## config.mk

```make
export PLATFORM = sky130hd
export DESIGN_NAME = multi_slot_software_timer
export DESIGN_NICKNAME = d
export VERILOG_FILES = /design/src/hw/rtl/mst_pkg.sv /design/src/hw/rtl/multi_slot_software_timer.sv /design/src/hw/rtl/mst_front.sv /design/src/hw/rtl/mst_queue.sv /design/src/hw/rtl/mst_back.sv
export SDC_FILE = /design/constraint.sdc
export NUM_CORES = 2
export LEC_CHECK = 0
export BUFFER_PORTS_ARGS = -buffer_cell sky130_fd_sc_hd__buf_2
export CAP_MARGIN = 30
export CORE_ASPECT_RATIO = 0.75
export CORE_MARGIN = 3
export CORE_UTILIZATION = 46
export CTS_CLUSTER_SIZE = 25
export DETAILED_ROUTE_END_ITERATION = 7
export SETUP_SLACK_MARGIN = 0.15
export SYNTH_ARGS = -nofsm -noshare
export SYNTH_HDL_FRONTEND = slang
export SYNTH_SLANG_ARGS = --single-unit
```

## constraint.sdc

```tcl
create_clock -name i_clk -period 12.1 [get_ports i_clk]
set_clock_uncertainty 0.15 [all_clocks]
set_input_delay 0 -clock i_clk [delete_from_list [all_inputs] [get_ports i_clk]]
set_output_delay 0 -clock i_clk [all_outputs]
set_load 0.05 [all_outputs]
```

## src/hw/rtl/mst_pkg.sv

```systemverilog
// Shared constants, command and result types for the multi-slot timer table.
package mst_pkg;

    localparam int NUM_SLOTS = 16;
    localparam int IDX_W     = (NUM_SLOTS > 1) ? $clog2(NUM_SLOTS) : 1;
    localparam int MAX_RES   = 16;
    localparam int CNT_W     = $clog2(MAX_RES + 1);
    localparam int Q_DEPTH   = 2;
    localparam int QA_W      = (Q_DEPTH > 1) ? $clog2(Q_DEPTH) : 1;
    localparam int QC_W      = $clog2(Q_DEPTH + 1);

    typedef enum logic [2:0] {
        OP_START    = 3'd0,
        OP_STOP     = 3'd1,
        OP_STOP_REP = 3'd2,
        OP_SUSPEND  = 3'd3,
        OP_RESUME   = 3'd4,
        OP_TICK     = 3'd5,
        OP_NOP      = 3'd6
    } t_op;

    typedef enum logic [2:0] {
        KIND_STARTED = 3'd0,
        KIND_FULL    = 3'd1,
        KIND_DONE    = 3'd2,
        KIND_FIRED   = 3'd3,
        KIND_NONE    = 3'd4
    } t_kind;

    typedef struct packed {
        t_op              op;
        logic [31:0]      period;
        logic             repeat_flag;
        logic             slot_ok;
        logic [IDX_W-1:0] slot;
    } t_cmd;

endpackage

```

## src/hw/rtl/multi_slot_software_timer.sv

```systemverilog
// Top level of the multi-slot timer table: front end, command queue, execution unit.
//
// Input channel (i_valid/o_ready) carries one command word: start, stop, stop
// repeat, suspend, resume or tick. Output channel (o_valid/i_ready) returns
// result words; o_last marks the final word of each command.
// Start, stop, stop repeat, suspend and resume give one word; the result passes
// through the command queue and the result register, and the execution unit takes
// one such command per cycle while the receiver accepts results and no tick runs.
// A tick scans the slots one per cycle through the deadline/period memory
// read port, holding at a due slot while an earlier fired word waits for the
// output. Every fired slot gives one word; a quiet tick gives one nothing-fired
// word. Each fired word is held back by one find so the last one can carry
// o_last.
// A two-word command queue sits between front end and execution unit, so input
// words keep being accepted while a result waits for the receiver. When the
// receiver stalls, the scan holds at the next due slot and the queue fills,
// then o_ready drops.
// Reset clears the tick counter and all slot flags; it takes effect at once,
// with no clearing pass.
module multi_slot_software_timer (
    input  logic        i_clk,
    input  logic        i_rst_n,
    input  logic        i_valid,
    output logic        o_ready,
    input  logic [2:0]  i_op,
    input  logic [31:0] i_period,
    input  logic        i_repeat_flag,
    input  logic [3:0]  i_slot,
    output logic        o_valid,
    input  logic        i_ready,
    output logic [2:0]  o_kind,
    output logic [3:0]  o_slot_id,
    output logic        o_freed,
    output logic        o_last
);

    mst_pkg::t_cmd push_cmd;
    mst_pkg::t_cmd head_cmd;
    logic          push;
    logic          q_full;
    logic          q_valid;
    logic          pop;

    mst_front u_front (
        .i_valid       (i_valid),
        .o_ready       (o_ready),
        .i_op          (i_op),
        .i_period      (i_period),
        .i_repeat_flag (i_repeat_flag),
        .i_slot        (i_slot),
        .i_q_full      (q_full),
        .o_push        (push),
        .o_cmd         (push_cmd)
    );

    mst_queue u_queue (
        .i_clk   (i_clk),
        .i_rst_n (i_rst_n),
        .i_push  (push),
        .i_cmd   (push_cmd),
        .o_full  (q_full),
        .i_pop   (pop),
        .o_valid (q_valid),
        .o_cmd   (head_cmd)
    );

    mst_back u_back (
        .i_clk     (i_clk),
        .i_rst_n   (i_rst_n),
        .i_q_valid (q_valid),
        .i_cmd     (head_cmd),
        .o_pop     (pop),
        .o_valid   (o_valid),
        .i_ready   (i_ready),
        .o_kind    (o_kind),
        .o_slot_id (o_slot_id),
        .o_freed   (o_freed),
        .o_last    (o_last)
    );

endmodule

```

## src/hw/rtl/mst_front.sv

```systemverilog
// Front end: accepts input words and classifies them into commands.
module mst_front (
    input  logic          i_valid,
    output logic          o_ready,
    input  logic [2:0]    i_op,
    input  logic [31:0]   i_period,
    input  logic          i_repeat_flag,
    input  logic [3:0]    i_slot,
    input  logic          i_q_full,
    output logic          o_push,
    output mst_pkg::t_cmd o_cmd
);

    logic slot_ok;

    assign o_ready = !i_q_full;
    assign o_push  = i_valid && !i_q_full;
    assign slot_ok = (32'(i_slot) < mst_pkg::NUM_SLOTS);

    always_comb begin
        o_cmd.period      = i_period;
        o_cmd.repeat_flag = i_repeat_flag;
        o_cmd.slot_ok     = slot_ok;
        o_cmd.slot        = slot_ok ? mst_pkg::IDX_W'(i_slot) : '0;
        unique case (i_op)
            mst_pkg::OP_START:    o_cmd.op = mst_pkg::OP_START;
            mst_pkg::OP_STOP:     o_cmd.op = mst_pkg::OP_STOP;
            mst_pkg::OP_STOP_REP: o_cmd.op = mst_pkg::OP_STOP_REP;
            mst_pkg::OP_SUSPEND:  o_cmd.op = mst_pkg::OP_SUSPEND;
            mst_pkg::OP_RESUME:   o_cmd.op = mst_pkg::OP_RESUME;
            mst_pkg::OP_TICK:     o_cmd.op = mst_pkg::OP_TICK;
            default:              o_cmd.op = mst_pkg::OP_NOP;
        endcase
    end

endmodule

```

## src/hw/rtl/mst_queue.sv

```systemverilog
// Short command queue between the front end and the execution unit.
module mst_queue (
    input  logic          i_clk,
    input  logic          i_rst_n,
    input  logic          i_push,
    input  mst_pkg::t_cmd i_cmd,
    output logic          o_full,
    input  logic          i_pop,
    output logic          o_valid,
    output mst_pkg::t_cmd o_cmd
);

    mst_pkg::t_cmd                r_mem [mst_pkg::Q_DEPTH];
    logic [mst_pkg::QA_W-1:0]     r_wp;
    logic [mst_pkg::QA_W-1:0]     r_rp;
    logic [mst_pkg::QC_W-1:0]     r_cnt;
    logic                         do_push;
    logic                         do_pop;

    assign o_full  = (r_cnt == mst_pkg::QC_W'(mst_pkg::Q_DEPTH));
    assign o_valid = (r_cnt != '0);
    assign o_cmd   = r_mem[r_rp];
    assign do_push = i_push && !o_full;
    assign do_pop  = i_pop && o_valid;

    always_ff @(posedge i_clk) begin
        if (do_push) begin
            r_mem[r_wp] <= i_cmd;
        end
    end

    always_ff @(posedge i_clk) begin
        if (!i_rst_n) begin
            r_wp  <= '0;
            r_rp  <= '0;
            r_cnt <= '0;
        end else begin
            if (do_push) begin
                r_wp <= (r_wp == mst_pkg::QA_W'(mst_pkg::Q_DEPTH - 1)) ? '0 : r_wp + 1'b1;
            end
            if (do_pop) begin
                r_rp <= (r_rp == mst_pkg::QA_W'(mst_pkg::Q_DEPTH - 1)) ? '0 : r_rp + 1'b1;
            end
            if (do_push && !do_pop) begin
                r_cnt <= r_cnt + 1'b1;
            end else if (do_pop && !do_push) begin
                r_cnt <= r_cnt - 1'b1;
            end
        end
    end

endmodule

```

## src/hw/rtl/mst_back.sv

```systemverilog
// Execution unit: slot table, tick scan and result register.
module mst_back (
    input  logic          i_clk,
    input  logic          i_rst_n,
    input  logic          i_q_valid,
    input  mst_pkg::t_cmd i_cmd,
    output logic          o_pop,
    output logic          o_valid,
    input  logic          i_ready,
    output logic [2:0]    o_kind,
    output logic [3:0]    o_slot_id,
    output logic          o_freed,
    output logic          o_last
);

    typedef enum logic [1:0] {
        S_IDLE,
        S_SCAN,
        S_FIN
    } t_state;

    localparam int N  = mst_pkg::NUM_SLOTS;
    localparam int IW = mst_pkg::IDX_W;

    t_state                      r_state;
    logic [31:0]                 r_now;
    logic [N-1:0]                r_used;
    logic [N-1:0]                r_rep;
    logic [N-1:0]                r_susp;
    logic [31:0]                 r_deadline [N];
    logic [31:0]                 r_period   [N];
    logic [31:0]                 r_dl_q;
    logic [31:0]                 r_per_q;
    logic [IW-1:0]               r_idx;
    logic [mst_pkg::CNT_W-1:0]   r_cnt;
    logic                        r_pend_v;
    logic [IW-1:0]               r_pend_id;
    logic                        r_pend_freed;
    logic                        r_out_valid;
    mst_pkg::t_kind              r_kind;
    logic [3:0]                  r_slot_id;
    logic                        r_freed;
    logic                        r_last;

    logic                        out_free;
    logic                        due;
    logic                        can_fire;
    logic                        at_cap;
    logic                        advance;
    logic                        idx_last;
    logic [IW-1:0]               rd_addr;
    logic                        found;
    logic [IW-1:0]               free_idx;
    logic                        hit;
    logic                        take;
    logic                        we_dl;
    logic                        we_per;
    logic [IW-1:0]               wa;
    logic [31:0]                 wdl;

    assign o_valid   = r_out_valid;
    assign o_kind    = r_kind;
    assign o_slot_id = r_slot_id;
    assign o_freed   = r_freed;
    assign o_last    = r_last;

    always_comb begin
        found    = 1'b0;
        free_idx = '0;
        for (int i = N - 1; i >= 0; i--) begin
            if (!r_used[i]) begin
                found    = 1'b1;
                free_idx = IW'(i);
            end
        end
    end

    always_comb begin
        out_free = !r_out_valid || i_ready;
        take     = (r_state == S_IDLE) && i_q_valid && out_free;
        o_pop    = take;
        hit      = i_cmd.slot_ok && r_used[i_cmd.slot];
        due      = r_used[r_idx] && !r_susp[r_idx] && (r_dl_q <= r_now);
        can_fire = !r_pend_v || out_free;
        at_cap   = (r_cnt == mst_pkg::CNT_W'(mst_pkg::MAX_RES));
        idx_last = (r_idx == IW'(N - 1));
        advance  = (r_state == S_SCAN) && !at_cap && (!due || can_fire);
        if (advance) begin
            rd_addr = idx_last ? '0 : r_idx + 1'b1;
        end else if (r_state == S_SCAN) begin
            rd_addr = r_idx;
        end else begin
            rd_addr = '0;
        end

        we_dl  = 1'b0;
        we_per = 1'b0;
        wa     = r_idx;
        wdl    = r_now + r_per_q;
        if (take && i_cmd.op == mst_pkg::OP_START && found) begin
            we_dl  = 1'b1;
            we_per = 1'b1;
            wa     = free_idx;
            wdl    = r_now + i_cmd.period;
        end else if (take && i_cmd.op == mst_pkg::OP_RESUME && hit) begin
            we_dl = 1'b1;
            wa    = i_cmd.slot;
            wdl   = '0;
        end else if (advance && due && r_rep[r_idx]) begin
            we_dl = 1'b1;
        end
    end

    always_ff @(posedge i_clk) begin
        if (we_dl) begin
            r_deadline[wa] <= wdl;
        end
        if (we_per) begin
            r_period[wa] <= i_cmd.period;
        end
        r_dl_q  <= r_deadline[rd_addr];
        r_per_q <= r_period[rd_addr];
    end

    always_ff @(posedge i_clk) begin
        if (!i_rst_n) begin
            r_state     <= S_IDLE;
            r_now       <= '0;
            r_used      <= '0;
            r_rep       <= '0;
            r_susp      <= '0;
            r_pend_v    <= 1'b0;
            r_out_valid <= 1'b0;
            r_idx       <= '0;
            r_cnt       <= '0;
        end else begin
            if (i_ready) begin
                r_out_valid <= 1'b0;
            end
            unique case (r_state)
                S_IDLE: begin
                    if (take) begin
                        r_slot_id <= '0;
                        r_freed   <= 1'b0;
                        r_last    <= 1'b1;
                        r_kind    <= mst_pkg::KIND_DONE;
                        unique case (i_cmd.op)
                            mst_pkg::OP_TICK: begin
                                r_now    <= r_now + 1'b1;
                                r_idx    <= '0;
                                r_cnt    <= '0;
                                r_pend_v <= 1'b0;
                                r_state  <= S_SCAN;
                            end
                            mst_pkg::OP_START: begin
                                r_out_valid <= 1'b1;
                                if (found) begin
                                    r_used[free_idx] <= 1'b1;
                                    r_rep[free_idx]  <= i_cmd.repeat_flag;
                                    r_susp[free_idx] <= 1'b0;
                                    r_kind           <= mst_pkg::KIND_STARTED;
                                    r_slot_id        <= 4'(free_idx);
                                end else begin
                                    r_kind <= mst_pkg::KIND_FULL;
                                end
                            end
                            mst_pkg::OP_STOP: begin
                                r_out_valid <= 1'b1;
                                if (hit) begin
                                    r_used[i_cmd.slot] <= 1'b0;
                                end
                            end
                            mst_pkg::OP_STOP_REP: begin
                                r_out_valid <= 1'b1;
                                if (hit) begin
                                    r_rep[i_cmd.slot] <= 1'b0;
                                end
                            end
                            mst_pkg::OP_SUSPEND: begin
                                r_out_valid <= 1'b1;
                                if (hit) begin
                                    r_susp[i_cmd.slot] <= 1'b1;
                                end
                            end
                            mst_pkg::OP_RESUME: begin
                                r_out_valid <= 1'b1;
                                if (hit) begin
                                    r_susp[i_cmd.slot] <= 1'b0;
                                end
                            end
                            default: begin
                                r_out_valid <= 1'b1;
                            end
                        endcase
                    end
                end
                S_SCAN: begin
                    if (at_cap) begin
                        r_state <= S_FIN;
                    end else if (advance) begin
                        if (due) begin
                            if (r_pend_v) begin
                                r_out_valid <= 1'b1;
                                r_kind      <= mst_pkg::KIND_FIRED;
                                r_slot_id   <= 4'(r_pend_id);
                                r_freed     <= r_pend_freed;
                                r_last      <= 1'b0;
                            end
                            r_pend_v     <= 1'b1;
                            r_pend_id    <= r_idx;
                            r_pend_freed <= !r_rep[r_idx];
                            if (!r_rep[r_idx]) begin
                                r_used[r_idx] <= 1'b0;
                            end
                            r_cnt <= r_cnt + 1'b1;
                        end
                        if (idx_last) begin
                            r_state <= S_FIN;
                        end else begin
                            r_idx <= r_idx + 1'b1;
                        end
                    end
                end
                S_FIN: begin
                    if (out_free) begin
                        r_out_valid <= 1'b1;
                        r_last      <= 1'b1;
                        if (r_pend_v) begin
                            r_kind    <= mst_pkg::KIND_FIRED;
                            r_slot_id <= 4'(r_pend_id);
                            r_freed   <= r_pend_freed;
                        end else begin
                            r_kind    <= mst_pkg::KIND_NONE;
                            r_slot_id <= '0;
                            r_freed   <= 1'b0;
                        end
                        r_pend_v <= 1'b0;
                        r_state  <= S_IDLE;
                    end
                end
                default: begin
                    r_state <= S_IDLE;
                end
            endcase
        end
    end

endmodule
```

==> After elaboration in Yosys (flattened, before gate mapping) <==
Memory sizes are Yosys's and may differ from the RTL's. A register that Yosys moved wholly into a read port is not among the register bits.
Cells that the tools add are included.
{ "totals": {"regBits": 111, "latchBits": 0, "mem_bits_rw": 1104, "rom_bits": 0, "out_inout_bits": 11, "memories": 3} }
{ "classes": {"n_addsub": 9, "multipliers": 0, "n_div": 0, "n_lt_le_gt_ge": 7, "eq_ne": 33, "n_shift": 0, "muxes": 157, "bitwise": 11, "n_reduce_logical": 52} }
{ "mem_list": {"columns": ["memory", "words", "width", "read_ports", "rd_clocked_by_memory_dff", "write_ports", "line", "source"], "rows": [
  ["u_back.r_deadline", 16, 32, 1, 1, 1, "mst_back.sv:30", "logic [31:0] r_deadline [N];"],
  ["u_back.r_period", 16, 32, 1, 1, 1, "mst_back.sv:31", "logic [31:0] r_period [N];"],
  ["u_queue.r_mem", 2, 40, 1, 1, 1, "mst_queue.sv:13", "mst_pkg::t_cmd r_mem [mst_pkg::Q_DEPTH];"]
]} }
{ "ops": {"columns": ["cell", "count"], "rows": [
  ["$mux W16", 12],
  ["$mux W4", 35],
  ["$pmux W16 S2", 3],
  ["$and A16 B16 Y16", 5],
  ["$mux W1", 65],
  ["$add A32 B32 Y32", 2],
  ["$mux W32", 2],
  ["$not A16 Y16", 3],
  ["$pmux W16 S3", 1],
  ["$add A32 B1 Y32 const B", 1],
  ["$le A32 B32 Y1", 1],
  ["$or A16 B16 Y16", 2],
  ["$mux W5", 5],
  ["$mux W3", 8],
  ["$logic_and A1 B1 Y1", 20],
  ["$pmux W3 S6", 1],
  ["$reduce_and A6 Y1", 3],
  ["$bmux W1 S4", 4],
  ["$bwmux W16", 1],
  ["$mux W2", 8],
  ["$ne A2 B1 Y1 const B", 8],
  ["$lt A4 B5 Y1 const B", 3],
  ["$reduce_and A5 Y1", 3],
  ["$demux W1 S4", 3],
  ["35 further kinds", 70]
]} }

==> Logic depth before layout (Yosys ltp) <==
{ "depth": {"word_depth": 25, "ltp_mapped": 18, "mapped_depth_nobuf": 15} }

==> Hierarchy <==
Synthesis repeated with hierarchy kept, for this count alone.
{ "hier_totals": {"cells_unflattened": 3678, "area_unflattened_um2": 54294.6} }
{ "by_module_without_submodules": {"columns": ["module", "n_inst", "cells_each", "area_per_inst_um2"], "rows": [
  ["mst_back", 1, 3481, 50795.0],
  ["mst_queue", 1, 153, 3185.6],
  ["mst_front", 1, 44, 314.1]
]} }

==> Worst setup path after synthesis <==
No wires, ideal clock.
{ "synth_timing": {"kind": "reg2reg", "from": "register with a tool-made name", "to": "memory u_back.r_deadline[0][30], data pin", "setup_time_ps": 294, "arrival_ps": 4416, "required_time_ps": 11656, "setup_slack_ps": 7239, "stages_incl_launch_ff": 17, "path_buffers": 3, "cell_sequence": "dfxtp_1 > buf_2 > buf_2 > buf_1 > mux2_2 > ha_1 > a21o_1 > a31oi_1 > a21boi_0 > a211oi_1 > o31ai_1 > a31oi_1 > or4_1 > a31o_2 > a31oi_1 > xor2_1 > o22ai_1"} }
{ "synth_lines": {"columns": ["element", "line"], "rows": [
  ["end, declared", "mst_back.sv:30"]
]} }

==> Worst setup path after layout <==
{ "layout_timing": {"from": "register u_back.r_now[25]", "to": "register u_back.r_per_q[31] (read register of u_back.r_period)"} }
{ "layout_via": {"elab_chain_len": 6} }
{ "layout_rtl": {"columns": ["element", "line", "source"], "rows": [
  ["start, declared", "mst_back.sv:26", "logic [31:0] r_now;"],
  ["start signal, assigned", "mst_back.sv:149", "r_now <= r_now + 1'b1;"],
  ["$le A32 B32 Y1", "mst_back.sv:83", "due = r_used[r_idx] && !r_susp[r_idx] && (r_dl_q <= r_now);"],
  ["$logic_and A1 B1 Y1", "mst_back.sv:83", null],
  ["$logic_not A1 Y1", "mst_back.sv:87", "advance = (r_state == S_SCAN) && !at_cap && (!due || can_fire);"],
  ["$logic_or A1 B1 Y1", "mst_back.sv:87", null],
  ["$logic_and A1 B1 Y1", "mst_back.sv:87", null],
  ["$mux W4", "mst_back.sv:88", "if (advance) begin"],
  ["end, declared", "mst_back.sv:33", "logic [31:0] r_per_q;"]
]} }
No other way between the ends.
A chain may end at the register's enable or synchronous reset.

==> impl_results.md <==
* Path class of the lowest-slack min-delay path: in2reg
* Total power density per cell area at 179 nW/um^2
* Share of the clock period used by the worst path after layout at 0.537
* Met3 routing resource usage after global routing at 0.0425
* Number of unique standard cell types used by synthesis at 87
* Final count of hold timing violations at 0
* Chip Height at slightly above 300 um
* Post-Syn Instances at 4,003
* Required time of the critical path at 12.57 ns
* Final-report max-slew violation count at 0
* Slack of the critical path at around 5.6 ns
* Path depth of the worst reg2reg path at 16
* Pin count of the biggest net entering global routing at 118
* Wire length of the first global-routing pass at 226,000 um
* Setup repair after global routing missed its margin: no
* Count of flip-flops with a built-in enable after synthesis at between 1,000 and 1,500
* PortBufs at 54
* Global-route met1 utilization at 0.388
* Total number of vias at around 35,000
* Post-Layout Cell Count at 5,783
* Type of the worst setup path: reg2reg
* Synth Net Count at 4,155
* Initial Utilization at 0.466
* Fraction of post-synthesis cell area in the top cell type by area at 0.621
* Tightest slew margin relative to the limit at 0.292
* Commonest cells after routing, fill and taps aside: edfxtp_1 (1,118), nor2_1 (519), mux2i_1 (249)
* Fraction of final layout cells with drive strength greater than 1 at 0.111
* Detailed placement HPWL at 91,300 um
* Total die area at between 100,000 and 150,000 sq um
* Average via count per standard cell at ~6.1
* Result of the run: complete, no violations
* Post-Route WL at 154,000 um
* Maximum count of clock buffers along a single path at 3
* Async set-or-reset flop fraction in the synthesized netlist at 0
* Peak supply drop at about 0.13 mV
* Maxcap violations at 0
* Slew at the pin with the worst max-slew slack at around 1.1 ns
* Global routing met2 resource utilization at 0.369
* Area overhead of the layout relative to synthesis at 13.7%
* Min-Delay Path Depth at 3
* Post-Syn Area at 54,000 sq um
* Post-CTS Resized at 0
* Routability congestion estimate from global placement at slightly below 1
* Clock slew at reported path FFs at 0.07 ns
* Initial antenna violation count at 1
* Global routing usage summed across all routing layers at 0.250
* Global route overflow at 0
* Total DRC errors in the routed layout at 0
* Clock Tree Root: clkbuf_16
* Number of design-rule violations left by the first detailed-router iteration at between 4,000 and 5,000
* Highest fanout seen on the critical path at 79
* Setup WS pre-CTS at around 5.7 ns
* Number of levels the H-tree was split into at 3
* Chip Width at around 400 um
* Via count of the first global-routing pass at about 33,000
* Post-layout net count at 4,292
* Clock network latency to the later pin of the worst-skew pair at 0.76 ns
* I/O pin total at between 50 and 60
* DRT Pass-1 Iters at 7
* Most Crowded Layer GR: met1
* Ranking of synthesized cells by area: edfxtp_1 (62%), dfxtp_1 (6.0%), mux2i_1 (4.6%)
* P_leak at roughly 21 nW
* Area of the placeable core at 116,000 sq um
* Number of inserted diodes at 0
* Arrival time worst endpoint at 6.97 ns
* Kind of start point of the critical path: register
* Number of sinks handled by clock tree synthesis at around 1,300
* Highest Clock Rate at 154 MHz
* Flip-flop and latch count after synthesis at 1,280
* Routed length per instance at 26.7 um
* Sequential area share after synthesis at 0.681
* Placed Instances at 5,479
* Post-Syn Area per Cell at 13.5 sq um
* Routed Antenna Nets at 0
* Clock tree from TritonCTS: built
* Yosys warns at 0
* Total setup violations reported at the end of the flow at 0
* Row count at 108
* Most used flip-flop cell after synthesis: edfxtp_1
* Kind of end point of the critical path: register
* Setup tns final at 0 ns
* Commonest non-fill, non-tap cell in the layout: edfxtp_1
* Final Core Density at 0.529
* Cell accounting for the most synthesized area: edfxtp_1
* Total clock buffers created by CTS at 117
* Final worst path period need at 6.50 ns
## through the flow
| stage | power [mW] | cell area, sq um | hold slack, ns |
|---|---|---|---|
| final | 11.0 | 61400 | 0.0800 |
| after global routing | 11.4 | 61400 | 0.0576 |
| after CTS | 11.1 | 61400 | 0.0248 |
| after detailed placement | 7.22 | 56600 | 0.0407 |
| after global placement | 7.19 | 56400 | 0.0372 |
| after floorplan | 6.50 | 54000 | -0.0511 |
## sequential cells by signal, indices dropped and copies added, names as in the netlist, 2 cells and up, named ones only
signal and count:
u_back.r_now 32, u_back.r_dl_q 32, u_back.r_used 16, u_queue.r_cnt 2, u_back.r_period 512, u_back.o_slot_id 4
u_back.r_pend_id 4, u_back.r_susp 16, u_back.o_kind 3, u_back.r_idx 4, u_back.r_deadline 512, u_back.r_rep 16
u_back.r_per_q 32, u_queue.r_mem 80, u_back.r_state 2, u_back.r_cnt 5
## path summary, 6_finish.rpt
kind                                        from                    to  slack (ns)
worst min register to register  u_back.r_rep[10]      u_back.r_rep[10]        0.32
worst min-delay path                     i_op[0]  u_queue.r_mem[1][37]        0.08
worst max-delay path            u_back.r_now[25]    u_back.r_per_q[31]        5.60
worst max register to register  u_back.r_now[25]    u_back.r_per_q[31]        5.60
## repair_timing
item,4_1_cts,5_1_grt
hold buffers,82,0
endpoints found under the hold margin,223,0
buffers inserted,0,0
endpoints found under the setup margin,0,0
## final cells by class
type / instances / area, sq um
Tap cell: 1540 / 1930
Clock buffer: 157 / 3190
Fill cell: 9595 / 54700
Timing Repair Buffer: 242 / 1990
Inverter: 66 / 248
Sequential cell: 1280 / 36800
Clock inverter: 65 / 830
Multi-Input combinational cell: 2433 / 16400
## worst max-delay path: stages, from the launching register on
cell      delay [ns]
dfxtp_1         0.44
inv_1           0.13
ha_1            0.30
a21o_1          0.18
nand3_1         0.08
a21oi_1         0.06
a211oi_1        0.57
o21a_1          0.50
o21ai_4         0.21
and3_4          0.37
nor2_4          0.24
buf_12          0.37
buf_4           0.78
buf_4           0.84
mux2i_1         0.31
o32ai_1         0.11
or4_1           0.54
## synthesized netlist by cell type, drive strengths merged, types with 18 or more instances
cell type  number
dfxtp         162
o31ai          53
xor2           30
clkbuf        140
a21oi         238
mux2i         250
inv            66
ha            106
mux2           39
nor2b          23
o21ai         124
xnor2          55
nand2b         31
or3            18
nor2          547
buf            84
nand4          23
a211oi         19
o32ai         132
nand2         144
nand3          48
edfxtp       1118
or4            64
nor3          121
o32a           41
o22ai         107
a31oi          24
## kinds of logic (layout without fill, tap and decap cells)
| group | after synthesis | count (layout) | synth area share |
|---|---|---|---|
| XOR/XNOR | 86 | 86 | 0.0142 |
| AO/OA/AOI/OAI | 856 | 856 | 0.107 |
| AND/OR/NAND/NOR | 1087 | 1087 | 0.0930 |
| adder cells (fa/ha/maj) | 108 | 108 | 0.0253 |
| buffers and inverters | 290 | 530 | 0.0221 |
| multiplexers | 296 | 296 | 0.0576 |
| flip-flops | 1280 | 1280 | 0.681 |
## report_power, final
part | leakage [nW] | switching, mW | internal [mW] | total, mW
clock network | 1.95 | 1.68 | 2.17 | 3.85
logic | 7.30 | 1.26 | 0.491 | 1.75
registers | 11.4 | 0.113 | 5.31 | 5.42
total | 20.7 | 3.05 | 7.96 | 11.0
## routing by layer
layer  part of all wire  wire, um
met1               0.46     71200
met2               0.43     66500
met3              0.087     13400
met4              0.022      3340
met5                  0         0
No activity file was read; power rests on OpenSTA's default activity.
